### src/design/lvepb_pkg.sv
// Shared types, constants and helpers for the local variance edge preserving blur.
`timescale 1ns / 1ps
`default_nettype none
package lvepb_pkg;

  localparam int WINDOW_DEFAULT    = 5;
  localparam int MAX_WIDTH_DEFAULT = 1024;

  localparam int GEOM_W     = 11;
  localparam int STRENGTH_W = 16;
  localparam int CFG_W      = 16;
  localparam int IDX_W      = 2;
  localparam int RECIP_SH   = 16;

  localparam logic [IDX_W-1:0] REG_FRAME_WIDTH        = 2'd0;
  localparam logic [IDX_W-1:0] REG_FRAME_HEIGHT       = 2'd1;
  localparam logic [IDX_W-1:0] REG_SMOOTHING_STRENGTH = 2'd2;

  localparam logic [GEOM_W-1:0]     FRAME_WIDTH_RST  = 11'd640;
  localparam logic [GEOM_W-1:0]     FRAME_HEIGHT_RST = 11'd480;
  localparam logic [STRENGTH_W-1:0] STRENGTH_RST     = 16'd25;

  localparam logic [16:0] K_ONE = 17'h10000;

  localparam logic OP_PUSH  = 1'b0;
  localparam logic OP_DRAIN = 1'b1;

  typedef struct packed {
    logic       operation;
    logic [7:0] in_blue;
    logic [7:0] in_green;
    logic [7:0] in_red;
  } in_t;

  typedef struct packed {
    logic [7:0] out_blue;
    logic [7:0] out_green;
    logic [7:0] out_red;
    logic       frame_end;
  } out_t;

  typedef struct packed {
    logic busy;
    logic done;
  } div_stat_t;

  typedef enum logic [4:0] {
    S_IDLE, S_POS, S_CMP, S_DRAIN, S_START, S_ROW_Y, S_ROW_Q, S_ROW_S, S_COL,
    S_FLUSH, S_MUL, S_DIV_M, S_DIV_MEAN, S_PREP, S_DIV_K, S_FIN, S_DONE
  } state_t;

  // reflect-101 with a clamp for frames smaller than the window
  function automatic logic signed [15:0] reflect_idx(input logic signed [15:0] i,
                                                     input logic signed [15:0] n);
    logic signed [15:0] t;
    t = i;
    if (t < 16'sd0) t = -t;
    if (t > n - 16'sd1) t = ((n - 16'sd1) <<< 1) - t;
    if (t < 16'sd0) t = 16'sd0;
    if (t > n - 16'sd1) t = n - 16'sd1;
    return t;
  endfunction

endpackage
`default_nettype wire

### src/design/lvepb_div.sv
// Bit-serial restoring divider, one quotient bit per cycle.
`timescale 1ns / 1ps
`default_nettype none
module lvepb_div #(
  parameter int NUM_W = 37,
  parameter int DEN_W = 23
) (
  input  logic                 clk,
  input  logic                 rst,
  input  logic                 start,
  input  logic [NUM_W-1:0]     num,
  input  logic [DEN_W-1:0]     den,
  output logic [NUM_W-1:0]     quot,
  output lvepb_pkg::div_stat_t stat
);

  localparam int CNT_W = $clog2(NUM_W + 1);

  logic             busy;
  logic             done;
  logic [CNT_W-1:0] cnt;
  logic [NUM_W-1:0] qr;
  logic [DEN_W-1:0] rem;
  logic [DEN_W-1:0] dr;
  logic [DEN_W:0]   trial;
  logic             fits;

  assign trial = {rem, qr[NUM_W-1]};
  assign fits  = trial >= {1'b0, dr};

  always_ff @(posedge clk) begin
    if (rst) begin
      busy <= 1'b0;
      done <= 1'b0;
      cnt  <= '0;
    end else begin
      done <= 1'b0;
      if (start && !busy) begin
        busy <= 1'b1;
        cnt  <= CNT_W'(NUM_W);
      end else if (busy) begin
        cnt <= cnt - 1'b1;
        if (cnt == CNT_W'(1)) begin
          busy <= 1'b0;
          done <= 1'b1;
        end
      end
    end
  end

  always_ff @(posedge clk) begin
    if (start && !busy) begin
      qr  <= num;
      rem <= '0;
      dr  <= den;
    end else if (busy) begin
      qr  <= {qr[NUM_W-2:0], fits};
      rem <= fits ? DEN_W'(trial - {1'b0, dr}) : trial[DEN_W-1:0];
    end
  end

  assign quot      = qr;
  assign stat.busy = busy;
  assign stat.done = done;

endmodule
`default_nettype wire

### config.mk
export PLATFORM = sky130hd
export DESIGN_NAME = lvepb_div
export DESIGN_NICKNAME = d
export VERILOG_FILES = /design/src/design/lvepb_pkg.sv /design/src/design/lvepb_div.sv
export SDC_FILE = /design/constraint.sdc
export NUM_CORES = 1
export LEC_CHECK = 0
export ABC_AREA = 1
export BUFFER_PORTS_ARGS = -buffer_cell sky130_fd_sc_hd__buf_2
export CAP_MARGIN = 20
export CORE_UTILIZATION = 45
export CTS_CLUSTER_DIAMETER = 60
export DETAILED_ROUTE_END_ITERATION = 8
export PLACE_DENSITY = 0.66
export SYNTH_ARGS = -nofsm -noshare
export SYNTH_HDL_FRONTEND = slang
export SYNTH_SLANG_ARGS = --single-unit
### constraint.sdc
create_clock -name clk -period 3.1 [get_ports clk]
set_clock_uncertainty 0.15 [all_clocks]
set_input_delay 0.62 -clock clk [delete_from_list [all_inputs] [get_ports clk]]
set_output_delay 0.62 -clock clk [all_outputs]
set_load 0.005 [all_outputs]
==> impl_metrics.yaml, run 1 <==
layout:
  antennaDiodeCount: 0
  fin_cells: 985
  layout.nets: 926
  area_growth_pct: 17.8
  postLayoutCellArea_um2: 6300
  layout-drive-gt1-share_pct: 15.9
clock_network:
  clockBufferDepth: 2
  hold_buffers: 0
  clk_latency_ps: 350
  cts_setup_buffers: 0
  cts_tree: "built"
  htreeDepth: 3
  cts.sinks: 91
  cts-resized-gates: 0
  cts_inserted_buffers: 9
  clk_pin_slew_ps: 70
  cts_root_buf: "clkbuf_16"
pwr:
  pwr-share-seq_pct: 35.8
  power_frac_comb_pct: 39.4
  power_density_nw_per_um2: 746
  swShare_pct: 38.4
  ir_worst_vdd_mv: 0.402
  p_int_mw: 2.90
  p_sw_mw: 1.80
  power.leakage_nw: 3.30
  power_frac_clock_pct: 24.8
detailed_routing:
  ant_nets: 0
  first_iter_violations: 259
  routedWlPerCell_um: 12.4
  drc_errors: 2
  wirelength_um: 12200
  vias_per_cell: 4.83
  num_vias: 4758
  dr.pass1.iters: 7
grt:
  grt_max_degree: 41
  grt_overflow: 0
  grtUsageTotal_pct: 21.2
  grt_pass1_wl_um: 20900
  grt_pass1_vias: 4661
  antenna_found_initial: 0
setup_path:
  crit_top_cell: "nand2_1"
  cp.required_ps: 3190
  max_stage_delay_ps: 410
  cp_cell_sequence: "inv_1 -> ha_1 -> fa_1 -> inv_1 -> nand2_1 -> nand2_1 -> nand3_1 -> nand2_2 -> nand2_1 -> nand4_2 -> buf_4 -> nand3_1 -> nand2_1 -> nand2_1"
  worstPathMaxFanout: 18
  slowest_stage: "fa_1"
  path_buf_inv: 3
  cpLargestDelayFamily: "simple AND/OR/NAND/NOR gates"
  startpoint_type: "flop"
  arrival_ps: 2750
  critPathCaptureType: "flop"
  path_class: "flop to flop"
place:
  portBuffers: 101
  dpl_cell_area_um2: 5980
  hpwl_um: 9140
  dp.cells: 969
  post-place-ws_ps: 447
  place.gp.congestion: 0.904
synth:
  ys_seq_area_share_pct: 45.3
  ys_seq_elements: 91
  ys_types: 33
  synth_cells: 736
  synth_fp_nets: 825
  yosys_warnings: 0
  synth_area_um2: 5350
  avgSynthCellArea_um2: 7.27
run_status:
  status: "finished, violations left"
  violations: "DRC"
sta:
  fin_crit_ps: 2650
  tightest_slew_ps: 740
  drv_slew: 0
  fin_ws_ps: 447
  maxSlewHeadroom_pct: 50.6
  finalHoldViolCount: 0
  finalCritPeriodShare_pct: 85.6
  finalSetupTns_ps: 0
  rsz0062_at_grt: "no"
  setup_viol: 0
  max_freq_mhz: 377
die:
  core_area_um2: 11500
  io_pins: 102
  initial_core_util_pct: 46.4
  die-area_um2: 12300
  rows: 39
  die_x_um: 111
  fp.dieH_um: 111
run:
  maxCapViolCount: 0
worst_hold_path:
  hp-class: "input port to flop"
cells in the final DEF (no fill, tap or decap), types with 2 or more instances in the layout:
master / instances
dfxtp_1: 31
buf_4: 8
nor2_1: 73
nand2_2: 3
nor3_1: 5
o21bai_1: 3
ha_1: 25
nand3_1: 28
inv_1: 98
edfxtp_1: 60
nand4_1: 5
buf_2: 101
clkbuf_16: 10
nand2_1: 326
xor2_1: 6
a21oi_1: 17
and2_1: 2
nor2_4: 2
o21ai_1: 9
nand3b_1: 6
inv_6: 2
xnor2_1: 4
o21ai_0: 4
power by group through the flow:
stage / Combinational [mW] / Sequential (mW) / Clock, mW
after global routing: 2.13 / 1.71 / 1.24
after global placement: 1.82 / 1.70 / 0
final: 1.85 / 1.68 / 1.17
after floorplan: 1.42 / 1.68 / 0
after detailed placement: 1.84 / 1.70 / 0
after CTS: 1.85 / 1.68 / 1.19
synthesized netlist by cell type:
cell / count / area [um^2]
a31oi_1: 1 / 6.26
ha_1: 25 / 313
o21ai_0: 4 / 20.0
buf_6: 4 / 45.0
buf_1: 5 / 18.8
edfxtp_1: 60 / 1800
nor2_1: 73 / 274
nor2_2: 1 / 6.26
nor2_4: 2 / 22.5
nand4_2: 1 / 12.5
clkbuf_1: 6 / 22.5
and3_1: 1 / 6.26
and2_1: 2 / 12.5
o21bai_1: 3 / 22.5
dfxtp_1: 31 / 621
nor3_1: 5 / 25.0
fa_1: 1 / 20.0
xnor2_1: 4 / 35.0
nand3b_1: 6 / 45.0
nand3_1: 28 / 140
buf_2: 2 / 10.0
a21o_1: 1 / 7.51
a21oi_1: 17 / 85.1
clkinv_1: 1 / 3.75
o21ai_1: 9 / 45.0
or2_2: 1 / 6.26
nand4_1: 5 / 31.3
nand2_2: 3 / 18.8
a21boi_0: 1 / 7.51
inv_1: 99 / 372
nand2_1: 326 / 1220
buf_4: 2 / 15.0
xor2_1: 6 / 52.6
worst reg2reg max path, cell delays in order, from the launching register on:
cell and delay [ps]:
edfxtp_1 370, inv_1 50, ha_1 220, fa_1 410, inv_1 90, nand2_1 50
nand2_1 80, nand3_1 80, nand2_2 110, nand2_1 80, nand4_2 350, buf_4 290
nand3_1 100, nand2_1 70, nand2_1 40
kinds of logic after synthesis:
family | Yosys count | synth area share [%]
XOR/XNOR | 10 | 1.64
AND/OR/NAND/NOR | 454 | 34.1
buffers and inverters | 119 | 9.10
flip-flops | 91 | 45.3
adder cells (fa/ha/maj) | 26 | 6.22
AO/OA/AOI/OAI | 36 | 3.63
routing by layer:
metal	part of all wire [%]	global-route usage (%)
met5	0	0
met4	2.0	9.19
met3	7.0	5.69
met2	45	34.7
met1	46	26.4
final cells by class:
| type | count | area [um^2] |
|---|---|---|
| fill | 1107 | 5220 |
| sequential | 91 | 2420 |
| timing repair buffer | 109 | 566 |
| clock buffer | 10 | 250 |
| multi-input combinational | 526 | 2440 |
| clock inverter | 6 | 68.8 |
| tap | 143 | 179 |
| inverter | 100 | 375 |
worst paths after layout:
| kind | startpoint | end | slack [ps] | cells after the start |
|---|---|---|---|---|
| worst min register to register | cnt[5] | cnt[5] | 330 | 2 |
| worst max register to register | quot[36] | rem[19] | 450 | 14 |
| worst max-delay path | quot[36] | rem[19] | 450 | 14 |
| worst min-delay path | rst | done | 280 | 2 |
flip-flops by register name (all words and copies together), names as in the netlist:
name	cells
cnt	6
quot	37
rem	23
busy	1
done	1
dr	23
through the flow:
stage	hold WS [ps]	util, %	total power, mW
after floorplan	295	-	3.10
after global placement	308	51.9	3.52
after detailed placement	315	51.9	3.54
after CTS	268	54.7	4.73
after global routing	277	54.7	5.08
final	283	54.7	4.70
Note: power is estimated with default switching activity, not from simulation.
==> inputs of run 2 (changes only) <==
Settings changed: ABC_AREA 1 to 0, PLACE_DENSITY 0.66 to 0.67.
==> impl_metrics.yaml, run 2 <==
run_status:
  status: "finished, violations left"
  violations: "DRC"
synth:
  synth_area_leader_cell: "edfxtp_1"
  postSynth.asyncResetShare_pct: 0
  synth_commonest_cells: "edfxtp_1 (60), mux2_2 (36), inv_1 (32)"
  synth_most_common_cell: "edfxtp_1"
  synth_fp_nets: 510
  synthTopCellsByArea: "edfxtp_1 (38%), dfxtp_1 (13%), mux2_2 (8.6%)"
  avgSynthCellArea_um2: 11.3
  ys.flop_type: "edfxtp_1"
  ys_seq_elements: 91
  synth_edf_count: 60
  synth_area_um2: 4740
  yosys_warnings: 0
  synth_cells: 421
  synth_top_area_share_pct: 38.0
  ys_types: 51
  ys_seq_area_share_pct: 51.1
grt:
  antenna_found_initial: 0
  grt_overflow: 0
  grtUsageTotal_pct: 18.6
  grt_max_degree: 50
  grt_pass1_vias: 3469
  grt_pass1_wl_um: 16100
clock_network:
  cts_tree: "built"
  cts_setup_buffers: 0
  htreeDepth: 3
  clk_pin_slew_ps: 100
  cts.sinks: 91
  cts_root_buf: "clkbuf_8"
  cts_inserted_buffers: 9
  clockBufferDepth: 2
  clk_latency_ps: 380
  hold_buffers: 0
layout:
  postLayoutCellArea_um2: 5570
  fin_cells: 662
  layout-drive-gt1-share_pct: 31.0
  antennaDiodeCount: 0
  area_growth_pct: 17.5
  layout.nets: 610
  final_cell_mix: "buf_2 (101), edfxtp_1 (60), mux2_2 (36)"
  final_common_cell: "buf_2"
  largest_register_ffs: 37
sta:
  max_freq_mhz: 339
  setup_viol: 0
  fin_crit_ps: 2950
  maxSlewHeadroom_pct: 68.1
  drv_slew: 0
  rsz0062_at_grt: "no"
  finalSetupTns_ps: 0
  finalHoldViolCount: 0
  tightest_slew_ps: 479
  whs_ps: 258
  finalCritPeriodShare_pct: 95.2
die:
  die-area_um2: 10900
  rows: 37
  fp.dieH_um: 105
  initial_core_util_pct: 46.1
  die_x_um: 105
  core_area_um2: 10300
  io_pins: 102
detailed_routing:
  vias_per_cell: 5.30
  dr.pass1.iters: 6
  first_iter_violations: 110
  routedWlPerCell_um: 14.6
  wirelength_um: 9670
  num_vias: 3507
  ant_nets: 0
  drc_errors: 2
place:
  hpwl_um: 7000
  place.gp.congestion: 0.831
  portBuffers: 101
  dp.cells: 646
  dpl_cell_area_um2: 5390
setup_path:
  critPathCaptureType: "flop"
  worstPathMaxFanout: 15
  startpoint_type: "flop"
  path_class: "flop to flop"
  arrival_ps: 3060
  cp.required_ps: 3210
pwr:
  power.leakage_nw: 2.37
  ir_worst_vdd_mv: 0.344
  power_density_nw_per_um2: 771
run:
  maxCapViolCount: 0
worst_hold_path:
  hp-class: "input port to flop"
## run 2: through the flow
step / total power [mW] / setup slack (ps) / util, %
6_report: 4.29 / 150 / 54.2
3_3_place_gp: 3.53 / 272 / 52.5
5_1_grt: 4.63 / 4.00 / 54.2
2_1_floorplan: 3.14 / 495 / -
3_5_place_dp: 3.57 / 167 / 52.5
4_1_cts: 4.33 / 137 / 54.2
## run 2: cells by family after synthesis
group	share of synthesized area, %
AOI/OAI and AO/OA	16.0
xor gates and xnor gates	4.07
adders and majority gates	7.03
buffers and inverters	4.36
DFF	51.1
muxes	8.77
and+or+nand+nor	8.64
## run 2: routing by layer
layer | vias up | wire, um | GRT usage, %
li1 | 1749 | - | -
met1 | 1645 | 4390 | 23.2
met2 | 96 | 4420 | 29.4
met3 | 17 | 706 | 7.24
met4 | 0 | 152 | 6.84
met5 | - | 0 | 0
## run 2: final cells by class
type | count | area (um^2)
fillers | 964 | 4710
well taps | 136 | 170
repair buffers | 107 | 563
clock inverters | 6 | 47.5
multi-input cells | 280 | 2120
clock buffers | 10 | 128
flip-flops and latches | 91 | 2420
inverters | 32 | 120
## run 2: repair_timing
action                                  in CTS  in global routing
gates resized for setup                      0                  1
endpoints found under the setup margin       0                  2
hold endpoints to repair                     0                  0
## run 2: final timing paths
path	slack, ps	startpoint	endpoint	cells past startpoint
worst max-delay path	150	dr[8]	rem[11]	10
worst max register to register	150	dr[8]	rem[11]	10
worst min register to register	350	cnt[5]	cnt[5]	1
worst min-delay path	260	den[0]	dr[0]	1
## run 2: worst max-delay path, cell delays in order (launching register included)
cell and delay [ps]:
edfxtp_1 340, inv_1 40, ha_1 390, nand4_2 140, or2_0 260, or4_1 550, o211ai_2 100, a31oi_4 210
and2_1 320, a22oi_1 200, o21ai_1 110
## run 2: power breakdown
part           total [mW]  internal, mW  switching (mW)  leakage, nW
registers            1.74          1.57           0.172        0.845
clock network       0.742         0.299           0.444       0.0872
logic                1.81         0.821           0.992         1.44
==> inputs of run 3 (changes only) <==
Settings changed: CTS_CLUSTER_DIAMETER 60 to default, RECOVER_POWER from default to 50, SETUP_SLACK_MARGIN from default to 0.5.
==> impl_metrics.yaml, run 3 (synthesis gave the netlist of run 2 again) <==
grt:
  grt_pass1_wl_um: 17800
  grt_pass1_vias: 3735
  antenna_found_initial: 0
  grt_max_degree: 64
  grt_overflow: 0
  grtUsageTotal_pct: 20.7
detailed_routing:
  dr.pass1.iters: 4
  num_vias: 3765
  wirelength_um: 10900
  vias_per_cell: 5.50
  first_iter_violations: 140
  routedWlPerCell_um: 15.8
  ant_nets: 0
  drc_errors: 0
layout:
  antennaDiodeCount: 0
  final_cell_mix: "buf_2 (82), edfxtp_1 (60), mux2_2 (36)"
  layout-drive-gt1-share_pct: 39.3
  largest_register_ffs: 37
  postLayoutCellArea_um2: 6100
  area_growth_pct: 28.7
  final_common_cell: "buf_2"
  layout.nets: 633
place:
  place.gp.congestion: 0.827
  hpwl_um: 6910
  dpl_cell_area_um2: 5390
  portBuffers: 101
clock_network:
  cts.sinks: 91
  cts_inserted_buffers: 9
  clk_latency_ps: 400
  cts_tree: "built"
  hold_buffers: 0
  clk_pin_slew_ps: 100
  htreeDepth: 3
  cts_root_buf: "clkbuf_8"
  clockBufferDepth: 2
run_status:
  status: "finished, violations left"
  violations: "capacitance limit, slew limit"
pwr:
  power_density_nw_per_um2: 863
  pwr-share-seq_pct: 34.2
  ir_worst_vdd_mv: 0.458
  p_sw_mw: 2.01
  power_frac_clock_pct: 14.4
  power_frac_comb_pct: 51.4
  swShare_pct: 38.2
  power.leakage_nw: 2.50
  p_int_mw: 3.25
die:
  fp.dieH_um: 105
  io_pins: 102
  rows: 37
  die_x_um: 105
  initial_core_util_pct: 46.1
  die-area_um2: 10900
  core_area_um2: 10300
sta:
  whs_ps: 239
  max_freq_mhz: 377
  maxSlewHeadroom_pct: -5.78
  rsz0062_at_grt: "yes"
  finalHoldViolCount: 0
  tightest_slew_ps: 1590
  fin_crit_ps: 2650
  setup_viol: 0
  finalSetupTns_ps: 0
  finalCritPeriodShare_pct: 85.5
  drv_slew: 64
worst_hold_path:
  hp-class: "input port to flop"
setup_path:
  critPathCaptureType: "flop"
  startpoint_type: "flop"
  slowest_stage: "or4_4"
  worstPathMaxFanout: 8
  arrival_ps: 2830
  max_stage_delay_ps: 590
  path_buf_inv: 3
  cp_cell_sequence: "inv_2 -> ha_4 -> nand4_1 -> or4_4 -> o211ai_4 -> a31oi_4 -> buf_12 -> buf_8 -> nand2b_4 -> o21ai_1"
  cpLargestDelayFamily: "simple AND/OR/NAND/NOR gates"
  cp.required_ps: 3270
  path_class: "flop to flop"
run:
  maxCapViolCount: 1
run 3: cell count changes in the layout (fill, tap and decap cells not counted), moves of 5 or more:
| cell | change |
|---|---|
| o21ai_2 | +8 |
| buf_2 | -19 |
| nand2_2 | +6 |
| a21oi_1 | -5 |
| o21ai_0 | -8 |
| buf_4 | +13 |
| ha_4 | +10 |
| ha_1 | -12 |
| nand2_1 | -7 |
| clkbuf_1 | +19 |
run 3: worst register-to-register path, stage by stage (launching register included):
cell and delay [ps]:
edfxtp_1 350, inv_2 50, ha_4 280, nand4_1 230
or4_4 590, o211ai_4 100, a31oi_4 170, buf_12 190
buf_8 130, nand2b_4 180, o21ai_1 160
run 3: layer usage:
layer / track usage (%) / up-vias / routed length [um] / share of wire, %
met5: 0 / - / 0 / 0
met1: 26.6 / 1814 / 4790 / 44
li1: - / 1809 / - / -
met2: 31.6 / 124 / 5080 / 47
met3: 7.92 / 18 / 795 / 7.3
met4: 7.55 / 0 / 188 / 1.7
run 3: timing repair:
item                       CTS  global route
cloned                       3             1
pin swaps                   10            12
gates resized for setup     36            49
setup endpoints to repair   24            24
buffers inserted            10             9
hold endpoints to repair     0             0
run 3: path summary, 6_finish.rpt:
check | startpoint | end | slack, ps | cells after the start
setup / recovery | dr[15] | rem[14] | 450 | 10
hold / removal | den[13] | dr[13] | 240 | 1
setup reg to reg | dr[15] | rem[14] | 450 | 10
hold reg to reg | cnt[5] | cnt[5] | 350 | 1
run 3: metrics by stage:
| stage | power [mW] | setup slack, ps | cells | utilization (%) |
|---|---|---|---|---|
| 2_1_floorplan | 3.14 | 554 | 421 | - |
| 3_3_place_gp | 3.55 | 327 | 646 | 52.5 |
| 3_5_place_dp | 3.59 | 279 | 646 | 52.5 |
| 4_1_cts | 4.89 | 494 | 675 | 57.3 |
| 5_1_grt | 5.58 | 304 | 685 | 59.3 |
| 6_report | 5.26 | 448 | 685 | 59.3 |
run 3: cell type report:
cell class              count  area, um^2
fillers                   881        4180
multi-input cells         282        2450
flip-flops and latches     91        2420
repair buffers            128         758
well taps                 136         170
clock buffers              10         128
inverters                  32         120
clock inverters             6        47.5
run 3: power by group through the flow:
stage / Combinational (mW) / Sequential [mW] / Clock [mW]
global placement: 1.79 / 1.76 / 0
detailed placement: 1.82 / 1.77 / 0
global route: 2.93 / 1.83 / 0.815
CTS: 2.34 / 1.77 / 0.776
floorplan: 1.42 / 1.73 / 0
finish: 2.70 / 1.80 / 0.760
